File: src/rtl/core/button_auto_repeat_tracker_top_macros.svh
// Assertion macros shared by the button auto-repeat tracker RTL.
`ifndef BUTTON_AUTO_REPEAT_TRACKER_TOP_MACROS_SVH
`define BUTTON_AUTO_REPEAT_TRACKER_TOP_MACROS_SVH

`ifndef ASSERT_OFF

// Check that a condition holds at every clock edge outside reset.
`define BART_ASSERT_ALWAYS(label, clk, rst, expr, msg) \
   label: assert property (@(posedge clk) disable iff (rst) (expr)) \
      else $error(msg);

// Check that a condition implies another in the same cycle.
`define BART_ASSERT_SAME(label, clk, rst, ante, cons, msg) \
   label: assert property (@(posedge clk) disable iff (rst) (ante) |-> (cons)) \
      else $error(msg);

// Check that a condition implies another in the next cycle.
`define BART_ASSERT_NEXT(label, clk, rst, ante, cons, msg) \
   label: assert property (@(posedge clk) disable iff (rst) (ante) |=> (cons)) \
      else $error(msg);

`else

`define BART_ASSERT_ALWAYS(label, clk, rst, expr, msg)
`define BART_ASSERT_SAME(label, clk, rst, ante, cons, msg)
`define BART_ASSERT_NEXT(label, clk, rst, ante, cons, msg)

`endif

`endif

File: src/rtl/core/bart_pkg.sv
// Types, constants and the countdown update rule of the button auto-repeat tracker.
`default_nettype none

package bart_pkg;

   localparam int PLAYERS_DEFAULT = 8;
   localparam int BUTTONS_DEFAULT = 8;
   localparam int PLAYERS_MAX     = 8;
   localparam int BUTTONS_MAX     = 8;

   localparam int CD_W    = 9;
   localparam int CFG_W   = 8;
   localparam int INDEX_W = 2;
   localparam int FRAME_W = 32;
   localparam int MASK_W  = PLAYERS_MAX * BUTTONS_MAX;

   // Register indexes of the configuration port
   localparam logic [INDEX_W-1:0] CSR_FIRST_DELAY = 2'd0;
   localparam logic [INDEX_W-1:0] CSR_INTERVAL    = 2'd1;
   localparam logic [INDEX_W-1:0] CSR_SWAP        = 2'd2;

   localparam logic [CFG_W-1:0] REPEAT_OFF       = 8'hFF;
   localparam logic [CD_W-1:0]  FIRST_DEFAULT    = 9'd16;
   localparam logic [CD_W-1:0]  INTERVAL_DEFAULT = 9'd5;
   localparam logic [CD_W-1:0]  CD_DISABLED      = 9'h1FF;
   localparam logic [CD_W-1:0]  CD_ZERO          = 9'd0;
   localparam logic [CD_W-1:0]  CD_ONE           = 9'd1;

   localparam logic [2:0] BUTTON_A = 3'd4;
   localparam logic [2:0] BUTTON_B = 3'd5;

   typedef struct packed {
      logic [CFG_W-1:0] first_delay;
      logic [CFG_W-1:0] interval;
   } cfg_type;

   // One button: held bit and two's complement countdown (-1 .. 255)
   typedef struct packed {
      logic            held;
      logic [CD_W-1:0] cd;
   } cell_type;

   typedef struct packed {
      logic shift;
      logic hit;
      logic down;
   } cell_ctrl_type;

   function automatic cell_type bart_next(cell_type c, cfg_type cfg);
      cell_type n;
      n = c;
      if (c.held && c.cd == CD_ZERO) begin
         if (cfg.first_delay == '0) begin
            n.cd = FIRST_DEFAULT;
         end else if (cfg.first_delay == REPEAT_OFF) begin
            n.cd = CD_DISABLED;
         end else begin
            n.cd = {1'b0, cfg.first_delay};
         end
      end else if (c.held && c.cd == CD_ONE) begin
         n.cd = (cfg.interval == '0) ? INTERVAL_DEFAULT : {1'b0, cfg.interval};
      end else if (!c.cd[CD_W-1] && c.cd != CD_ZERO) begin
         n.cd = c.cd - CD_ONE;
      end
      return n;
   endfunction

   function automatic logic bart_pressed(cell_type c);
      return c.held && (c.cd == CD_ZERO || c.cd == CD_ONE);
   endfunction

endpackage

`default_nettype wire

File: src/rtl/core/button_auto_repeat_tracker_top.sv
// Top level of the button auto-repeat tracker: control, cell ring and result register.
//
// Usage:
//  - req channel: one request per key event or frame tick. req_tuser[0] is the
//    action (0 key event, 1 frame tick); req_tdata carries player, button, down.
//  - rsp channel: one result per request: held mask, just-pressed mask and
//    frame count, 160 bits in rsp_tdata.
//  - csr port: write first_repeat_delay, repeat_interval and swap_confirm_buttons
//    while no request is in flight.
//  - Order: a key event passes the DONE state and then the result register;
//    a frame tick first walks the ring of cells once through the single update
//    point, one counter a cycle, then passes DONE and the result register.
//  - Requests: one request at a time; a new request is taken only once the
//    last one has left the DONE state and the block is idle again.
//  - Reset: clears held bits, countdowns, frame count, state, csr registers
//    and result valid (not result data); no request is taken in reset.
//  - Stall: a finished result waits in the output register; a new request is
//    taken meanwhile, and its result waits until the register frees up.
`default_nettype none
`include "button_auto_repeat_tracker_top_macros.svh"

module button_auto_repeat_tracker_top #(
   parameter int PLAYERS = bart_pkg::PLAYERS_DEFAULT,
   parameter int BUTTONS = bart_pkg::BUTTONS_DEFAULT
) (
   input  wire                           clock,
   input  wire                           reset,
   // request channel
   input  wire                           req_tvalid,
   output logic                          req_tready,
   input  wire  [7:0]                    req_tdata,  // player[2:0], button[5:3], down[6]
   input  wire  [0:0]                    req_tuser,  // action[0]
   // result channel
   output logic                          rsp_tvalid,
   input  wire                           rsp_tready,
   output logic [159:0]                  rsp_tdata,  // held_mask[63:0],
                                                     // pressed_now_mask[127:64],
                                                     // frame_count[159:128]
   // configuration
   input  wire                           csr_wr_en,
   input  wire  [bart_pkg::INDEX_W-1:0]  csr_index,
   input  wire  [bart_pkg::CFG_W-1:0]    csr_wdata
);
   import bart_pkg::*;

   localparam int CELLS = PLAYERS * BUTTONS;
   localparam int CNT_W = $clog2(CELLS + 1);

   typedef enum logic [2:0] {
      ST_IDLE = 3'b001,
      ST_WALK = 3'b010,
      ST_DONE = 3'b100
   } state_type;

   state_type          state_ff, state_in;
   logic [CNT_W-1:0]   cnt_ff, cnt_in;
   logic [FRAME_W-1:0] frame_ff, frame_in;
   cfg_type            cfg_ff;
   logic               swap_ff;
   logic               rsp_valid_ff, rsp_valid_in;
   logic [159:0]       rsp_data_ff, rsp_data_in;

   logic               req_fire, fire_tick, fire_key, key_ok, slot_free, load_rsp;
   logic [2:0]         req_player, req_button, button_eff;
   logic               req_down;
   cell_type           cell_q   [CELLS];
   cell_type           chain_in [CELLS];
   logic [MASK_W-1:0]  held_vec, pressed_vec;

   // Unpack the request
   assign req_player = req_tdata[2:0];
   assign req_button = req_tdata[5:3];
   assign req_down   = req_tdata[6];

   assign req_tready = (state_ff == ST_IDLE) && !reset;
   assign req_fire   = req_tvalid && req_tready;
   assign fire_tick  = req_fire && req_tuser[0];
   assign fire_key   = req_fire && !req_tuser[0];

   // Exchange the confirm buttons when enabled
   always_comb begin
      button_eff = req_button;
      if (swap_ff) begin
         if (req_button == BUTTON_A) begin
            button_eff = BUTTON_B;
         end else if (req_button == BUTTON_B) begin
            button_eff = BUTTON_A;
         end
      end
   end

   // Drop key events that fall outside the configured grid
   assign key_ok = fire_key && ({1'b0, req_player} < 4'(PLAYERS))
                            && ({1'b0, button_eff} < 4'(BUTTONS));

   // Configuration registers
   always_ff @(posedge clock) begin
      if (reset) begin
         cfg_ff  <= '0;
         swap_ff <= 1'b0;
      end else if (csr_wr_en) begin
         case (csr_index)
            CSR_FIRST_DELAY: cfg_ff.first_delay <= csr_wdata;
            CSR_INTERVAL:    cfg_ff.interval    <= csr_wdata;
            CSR_SWAP:        swap_ff            <= csr_wdata[0];
            default:         ;
         endcase
      end
   end

   // Ring of cells: the slot leaving the last cell passes the update rule
   // on its way back into cell 0, so one full rotation updates every counter.
   assign chain_in[0] = bart_next(cell_q[CELLS-1], cfg_ff);

   for (genvar k = 0; k < CELLS; k++) begin : g_cell
      localparam int P = k / BUTTONS;
      localparam int B = k % BUTTONS;
      cell_ctrl_type ctrl;

      if (k > 0) begin : g_link
         assign chain_in[k] = cell_q[k-1];
      end

      assign ctrl.shift = (state_ff == ST_WALK);
      assign ctrl.hit   = key_ok && (req_player == 3'(P)) && (button_eff == 3'(B));
      assign ctrl.down  = req_down;

      bart_cell u_cell (
         .clock     (clock),
         .reset     (reset),
         .ctrl      (ctrl),
         .shift_in  (chain_in[k]),
         .state_out (cell_q[k])
      );
   end

   // Place each cell on its bit player*8+button; unused bits stay low
   for (genvar p = 0; p < PLAYERS_MAX; p++) begin : g_mask_p
      for (genvar b = 0; b < BUTTONS_MAX; b++) begin : g_mask_b
         if (p < PLAYERS && b < BUTTONS) begin : g_used
            assign held_vec[p*BUTTONS_MAX + b]    = cell_q[p*BUTTONS + b].held;
            assign pressed_vec[p*BUTTONS_MAX + b] = bart_pressed(cell_q[p*BUTTONS + b]);
         end else begin : g_unused
            assign held_vec[p*BUTTONS_MAX + b]    = 1'b0;
            assign pressed_vec[p*BUTTONS_MAX + b] = 1'b0;
         end
      end
   end

   assign slot_free = !rsp_valid_ff || rsp_tready;
   assign load_rsp  = (state_ff == ST_DONE) && slot_free;

   // Sequencer
   always_comb begin
      state_in = state_ff;
      cnt_in   = cnt_ff;
      frame_in = frame_ff;
      case (state_ff)
         ST_IDLE: begin
            if (fire_tick) begin
               state_in = ST_WALK;
               cnt_in   = '0;
               frame_in = frame_ff + FRAME_W'(1);
            end else if (fire_key) begin
               state_in = ST_DONE;
            end
         end
         ST_WALK: begin
            cnt_in = cnt_ff + CNT_W'(1);
            if (cnt_ff == CNT_W'(CELLS - 1)) begin
               state_in = ST_DONE;
            end
         end
         ST_DONE: begin
            if (slot_free) begin
               state_in = ST_IDLE;
            end
         end
         default: begin
            state_in = ST_IDLE;
         end
      endcase
   end

   // Result register: hold until taken, load when the request completes
   always_comb begin
      rsp_valid_in = rsp_valid_ff;
      rsp_data_in  = rsp_data_ff;
      if (load_rsp) begin
         rsp_valid_in = 1'b1;
         rsp_data_in  = {frame_ff, pressed_vec, held_vec};
      end else if (rsp_tready) begin
         rsp_valid_in = 1'b0;
      end
   end

   always_ff @(posedge clock) begin
      if (reset) begin
         state_ff     <= ST_IDLE;
         cnt_ff       <= '0;
         frame_ff     <= '0;
         rsp_valid_ff <= 1'b0;
      end else begin
         state_ff     <= state_in;
         cnt_ff       <= cnt_in;
         frame_ff     <= frame_in;
         rsp_valid_ff <= rsp_valid_in;
      end
   end

   always_ff @(posedge clock) begin
      rsp_data_ff <= rsp_data_in;
   end

   assign rsp_tvalid = rsp_valid_ff;
   assign rsp_tdata  = rsp_data_ff;

   `BART_ASSERT_NEXT(a_tick_walks, clock, reset, fire_tick,
                     state_ff == ST_WALK && cnt_ff == '0, "tick did not start a walk")
   `BART_ASSERT_SAME(a_walk_bound, clock, reset, state_ff == ST_WALK,
                     cnt_ff < CNT_W'(CELLS), "walk counter overran the ring")
   `BART_ASSERT_NEXT(a_result_loaded, clock, reset, load_rsp,
                     rsp_valid_ff && state_ff == ST_IDLE, "result not presented")
   `BART_ASSERT_NEXT(a_frame_steady, clock, reset, !fire_tick,
                     $stable(frame_ff), "frame count moved without a tick")

endmodule

`default_nettype wire

File: src/rtl/core/bart_cell.sv
// One button slot of the tracker ring: held bit and repeat countdown.
`default_nettype none

module bart_cell (
   input  wire                       clock,
   input  wire                       reset,
   input  wire bart_pkg::cell_ctrl_type ctrl,
   input  wire bart_pkg::cell_type   shift_in,
   output bart_pkg::cell_type        state_out
);
   import bart_pkg::*;

   cell_type slot_ff;
   cell_type slot_in;

   always_comb begin
      slot_in = slot_ff;
      if (ctrl.shift) begin
         slot_in = shift_in;
      end else if (ctrl.hit) begin
         slot_in.held = ctrl.down;
         slot_in.cd   = CD_ZERO;
      end
   end

   always_ff @(posedge clock) begin
      if (reset) begin
         slot_ff <= '0;
      end else begin
         slot_ff <= slot_in;
      end
   end

   assign state_out = slot_ff;

endmodule

`default_nettype wire
File: config.mk
export PLATFORM = sky130hd
export DESIGN_NAME = button_auto_repeat_tracker_top
export DESIGN_NICKNAME = d
export VERILOG_FILES = /design/src/rtl/core/bart_pkg.sv /design/src/rtl/core/button_auto_repeat_tracker_top.sv /design/src/rtl/core/bart_cell.sv
export VERILOG_INCLUDE_DIRS = /design/src /design/src/rtl/core
export SDC_FILE = /design/constraint.sdc
export NUM_CORES = 1
export LEC_CHECK = 0
export BUFFER_PORTS_ARGS = -buffer_cell sky130_fd_sc_hd__buf_2
export CAP_MARGIN = 20
export CELL_PAD_IN_SITES_DETAIL_PLACEMENT = 1
export CELL_PAD_IN_SITES_GLOBAL_PLACEMENT = 2
export CORE_MARGIN = 1
export CORE_UTILIZATION = 40
export DETAILED_ROUTE_END_ITERATION = 10
export PLACE_DENSITY = 0.85
export SLEW_MARGIN = 20
export SYNTH_ARGS = -nofsm -noshare
export SYNTH_HDL_FRONTEND = slang
export SYNTH_SLANG_ARGS = --single-unit
File: constraint.sdc
create_clock -name clock -period 22.8 [get_ports clock]
set_clock_uncertainty 0.1 [all_clocks]
set_input_delay 2.28 -clock clock [delete_from_list [all_inputs] [get_ports clock]]
set_output_delay 2.28 -clock clock [all_outputs]
set_load 0.01 [all_outputs]
# Word-level counts from Yosys, hierarchy flattened
# Index checks and enable logic that the tools add are counted.
dict set report word_totals {
  ff_bits 860
  latchBits 0
  mem_bits_rw 0
  mem_bits_ro 0
  input_bits 24
  out_inout_bits 162
  memories 0
}
dict set report op_classes {
  n_addsub 3
  multipliers 0
  n_div 0
  n_lt_le_gt_ge 0
  eq_ne 91
  shift 0
  mux 146
  n_bitwise 0
  reduce_logical 355
}
# cell count
set ops {}
lappend ops {{$mux 10} 128}
lappend ops {{$eq 9x1->1 const B} 64}
lappend ops {{$logic_not 9->1} 64}
lappend ops {{$logic_and 1x1->1} 144}
lappend ops {{$reduce_bool 2->1} 66}
lappend ops {{$logic_or 1x1->1} 65}
lappend ops {{$mux 9} 5}
lappend ops {{$eq 3x3->1 const B} 11}
lappend ops {{$add 32x1->32 const B} 1}
lappend ops {{$mux 3} 7}
lappend ops {{$logic_not 8->1} 2}
lappend ops {{$eq 3x2->1 const B} 5}
lappend ops {{$pmux 7 s2} 1}
lappend ops {{$reduce_and 2->1} 5}
lappend ops {{$eq 3x1->1 const B} 3}
lappend ops {{$pmux 3 s3} 1}
lappend ops {{$reduce_bool 9->1} 1}
lappend ops {{$sub 9x1->9 const B} 1}
lappend ops {{$eq 8x8->1 const B} 1}
lappend ops {{$mux 8} 1}
lappend ops {{$add 7x1->7 const B} 1}
lappend ops {{$eq 7x6->1 const B} 1}
lappend ops {{$mux 7} 1}
lappend ops {{$logic_not 3->1} 2}
lappend ops {{9 further kinds} 14}

# Logic depth before layout (Yosys ltp)
dict set report logic_depth {
  ltp_word 8
  mapped_depth 8
}

# Cells and area by module
# Synthesis repeated with hierarchy kept, for this count alone.
dict set report hier_totals {
  hier_cells 3713
  hier_area_um2 35906.9
}
# mod instances cells_per_inst area_per_inst_um2 seq_area_each_um2
set by_module_without_submodules {}
lappend by_module_without_submodules {bart_cell 64 45 410.4 200.2}
lappend by_module_without_submodules {button_auto_repeat_tracker_top 1 833 9641.7 6005.8}

# Least setup slack after synthesis
# No wires, ideal clock.
dict set report synth_timing {
  kind {in2reg}
  from {input port rsp_tready}
  to {register rsp_data_ff[0] (netlist: rsp_tdata[0]) (enable)}
  setup_time_ns 0.684
  t_arrival_ns 9.003
  slack_ns 13.014
  cell_stages 2
  cell_sequence {nor2b_1 nor2_1}
}
dict set report synth_between {
  elab_chain_cells 2
}
# item line
set synth_lines {}
lappend synth_lines {{start, declared} button_auto_repeat_tracker_top.sv:35} ;# input wire rsp_tready,
lappend synth_lines {{$logic_or 1x1->1} button_auto_repeat_tracker_top.sv:150} ;# assign slot_free = !rsp_valid_ff || rsp_tready;
lappend synth_lines {{$logic_and 1x1->1} button_auto_repeat_tracker_top.sv:151} ;# assign load_rsp = (state_ff == ST_DONE) && slot_free;
lappend synth_lines {{via load_rsp} button_auto_repeat_tracker_top.sv:63} ;# logic req_fire, fire_tick, fire_key, key_ok, slot_free, load_rsp;
lappend synth_lines {{end signal, assigned} button_auto_repeat_tracker_top.sv:212} ;# rsp_data_ff <= rsp_data_in;
lappend synth_lines {{end, declared} button_auto_repeat_tracker_top.sv:61} ;# logic [159:0] rsp_data_ff, rsp_data_in;
# The timed path passes the listed nets, and every way through them passes these cells.
# A chain may end at the register's enable or synchronous reset.

# Final worst setup path
dict set report layout_timing {
  from {input port reset}
  to {output port req_tready}
}
dict set report layout_between {
  elab_chain_cells 2
}
# item line
set layout_lines {}
lappend layout_lines {{start, declared} button_auto_repeat_tracker_top.sv:27} ;# input wire reset,
lappend layout_lines {{$logic_not 1->1} button_auto_repeat_tracker_top.sv:75} ;# assign req_tready = (state_ff == ST_IDLE) && !reset;
lappend layout_lines {{$logic_and 1x1->1} button_auto_repeat_tracker_top.sv:75}
lappend layout_lines {{end, declared} button_auto_repeat_tracker_top.sv:30} ;# output logic req_tready,
# Every way passes these cells.

==> flow_metrics.py <==
metrics = {
    "setup_path": {
        "cp_top_family": "buffers and inverters",
        "slowest_stage": "nor4b_1",
        "crit_chain": "buf_8, nor4b_1, buf_2",
        "cp_max_fo": 95,
        "crit_type": "primary input to primary output",
        "crit_path_max_incr_delay_ns": 0.37,
        "worstPathRequired_ns": 20.42,
        "worst_setup_path_end_kind": "primary output",
        "start_kind": "primary input",
        "path_buf_inv": 2,
        "worstPathArrival_ns": 3.13,
    },
    "power_and_ir_drop": {
        "internal_power_mw": 2.421,
        "switching_share_pct": 21.90,
        "p_leak_nw": 12.69,
        "seqPwrFrac_pct": 50.2,
        "p_switching_uw": 678.7,
        "p_comb_share_pct": 2.6,
        "pwr_density_cell_nw_per_um2": 85.62,
        "p_clk_share_pct": 47.3,
        "ir_drop_v": 0.00004941,
    },
    "timing": {
        "fin_crit_sh_pct": 24.18,
        "fmax_mhz": 181.4,
        "report.final.hold_viol_count": 0,
        "slew_headroom_pct": 25.69,
        "fin_setup_tns_ns": 0,
        "hold_slack_ns": 0.3706,
        "min_period_ns": 5.514,
        "rsz0062_at_grt": "false",
        "tightest_slew_ns": 1.115,
        "slew_viol_final": 0,
        "setup_slack_ns": 17.29,
        "setup_viol": 0,
    },
    "yosys": {
        "synth.most_common_cell": "nor2_1",
        "ys_seq_area_share_pct": 59.68,
        "synth.distinct_cells": 62,
        "synth-edff-count": 160,
        "synth_top_area_share_pct": 44.44,
        "synth.avg_cell_area_um2": 10.27,
        "synth.net_count": 3099,
        "synthCells": 3071,
        "syn_area_um2": 31530,
        "async_flop_share_pct": 0,
        "ys.flop_type": "dfxtp_1",
        "synthTopCellsByArea": "dfxtp_1 (44%), edfxtp_1 (15%), a22oi_1 (12%)",
        "ys_warn_count": 0,
        "yosys.area.top_type": "dfxtp_1",
        "synth_seq_cells": 860,
        "synthTopCellsByCount": "nor2_1 (721), dfxtp_1 (700), a22oi_1 (495)",
    },
    "detailed_routing": {
        "wirelength_um": 91180,
        "drt_pass1_iterations": 5,
        "num_vias": 24700,
        "ant_nets": 0,
        "vias_per_cell": 5.759,
        "remaining_drc_errors": 0,
        "post_drt_wl_per_cell_um": 21.25,
        "dr.first_iter.drc_count": 1811,
    },
    "clock_tree": {
        "clock_latency_ns": 0.64,
        "cts_tree": "built",
        "cts_root_buf": "clkbuf_16",
        "cts-hold-fix-buffers": 0,
        "path_clk_slew_ns": 0.06,
        "post_cts_buffers": 0,
        "cts_sinks": 860,
        "htree_levels": 3,
        "clk_path_buf_depth": 3,
        "cts-buffers-inserted": 91,
        "postCtsResizedCells": 0,
    },
    "flow_run": {
        "maxCapViolCount": 0,
    },
    "global_route": {
        "grt_usage_pct": 22.55,
        "grt_first_pass_wirelength_um": 144000,
        "antenna_found_initial": 2,
        "grt_max_degree": 260,
        "grt-ovfl-total": 0,
        "grt_pass1_vias": 24970,
    },
    "placement": {
        "numPortBuffers": 184,
        "hpwl_um": 59920,
        "pre_cts_ws_ns": 17.26,
        "gp_congestion": 0.8186,
        "dpl_cell_area_um2": 33230,
    },
    "die": {
        "die_h_um": 282.8,
        "core_area_um2": 77720,
        "core.rowCount": 102,
        "io_pins": 186,
        "dieArea_um2": 79960,
        "die_x_um": 282.8,
        "start_util_pct": 40.57,
    },
    "outcome": {
        "status": "complete, no violations",
    },
    "final_layout": {
        "diodes": 0,
        "design_area_um2": 36200,
        "area_growth_pct": 14.81,
        "drive_above_1_share_pct": 12.06,
        "fill_cells": 8537,
        "final_core_util_pct": 46.58,
        "nets": 3202,
    },
    "min_path": {
        "hold_path_class": "flop to flop",
    },
}
[path summary, 6_finish.rpt]
kind	start	endpoint	slack [ns]	cells past startpoint
min reg2reg	g_cell[0].u_cell.state_out[1]	g_cell[0].u_cell.state_out[1]	0.37	2
max reg2reg	state_ff[1]	g_cell[34].u_cell.state_out[2]	19.06	7
min	g_cell[0].u_cell.state_out[1]	g_cell[0].u_cell.state_out[1]	0.37	2
max	reset	req_tready	17.29	3
[cell families after synthesis]
logic type	after synthesis	share of synthesized area (%)
simple gates	1179	17.61
flops	860	59.68
compound gates	740	17.63
buf+inv	216	2.754
mux	43	1.369
xor+xnor	29	0.8055
fa+ha+maj	4	0.1587
[final cells by class]
| cell class | instances | area, um^2 | area share (%) |
|---|---|---|---|
| clock buffer | 132 | 2584 | 7.137 |
| clock inverter | 37 | 362.8 | 1.002 |
| inverter | 12 | 45.04 | 0.1244 |
| multi-input combinational | 1995 | 11890 | 32.84 |
| sequential | 860 | 18820 | 51.98 |
| tap | 1040 | 1301 | 3.594 |
| timing repair buffer | 214 | 1205 | 3.328 |
[worst min-delay path: cells and delay by family (launching register included)]
family	cells	cell delay, ns
and+or+nand+nor	2	0.11
DFF	1	0.32
[routing by layer]
metal,wire length (um),track usage [%],vias up
met4,1752,6.376,4
met3,3741,3.458,113
met1,42760,31.00,12530
met2,42890,36.71,447
li1,-,-,11610
met5,27,0,-
[layout by cell type, fill, tap and decap left out, types with 8 or more instances in the layout]
master | netlist | layout
a21oi_1 | 30 | 30
o21ai_0 | 18 | 18
clkinv_2 | 0 | 11
clkinv_1 | 1 | 12
clkbuf_16 | 0 | 93
nand3_1 | 32 | 32
a22o_1 | 68 | 68
buf_4 | 2 | 26
nor3b_1 | 9 | 8
o31ai_1 | 13 | 13
clkbuf_8 | 0 | 11
nand4_1 | 11 | 11
inv_1 | 11 | 11
a211oi_1 | 40 | 40
nor3_1 | 46 | 45
buf_2 | 10 | 183
a2111oi_0 | 14 | 14
a21oi_2 | 20 | 20
xnor2_1 | 27 | 27
edfxtp_1 | 160 | 160
nor4_4 | 8 | 8
nand2_1 | 104 | 104
nor2_1 | 721 | 718
mux2i_1 | 42 | 42
a31oi_1 | 22 | 22
clkbuf_1 | 173 | 28
a22oi_1 | 495 | 495
dfxtp_1 | 700 | 700
or4_1 | 34 | 34
and3_1 | 15 | 15
nand3b_1 | 19 | 19
nor4b_1 | 27 | 27
nor4_1 | 113 | 113
[stage by stage]
step	std cells	total power, mW
floorplan	3071	1.639
global placement	4120	1.663
detailed placement	4120	1.666
CTS	4289	3.129
global route	4290	3.195
finish	4290	3.100
[flip-flops by register name, indices dropped and copies added, names as in the netlist]
register                 cells
rsp_tdata                  160
swap_ff                      1
cnt_ff                       7
frame_ff                    32
g_cell.u_cell.state_out    640
state_ff                     3
rsp_tvalid                   1
cfg_ff                      16
[power groups by stage]
stage / Combinational (mW) / Sequential (mW) / Clock, mW
2_1_floorplan: 0.0519 / 1.59 / 0
3_3_place_gp: 0.0749 / 1.59 / 0
3_5_place_dp: 0.0782 / 1.59 / 0
4_1_cts: 0.0787 / 1.56 / 1.50
5_1_grt: 0.0854 / 1.55 / 1.55
6_report: 0.0796 / 1.56 / 1.47
Note: power is estimated with default switching activity, not from simulation.
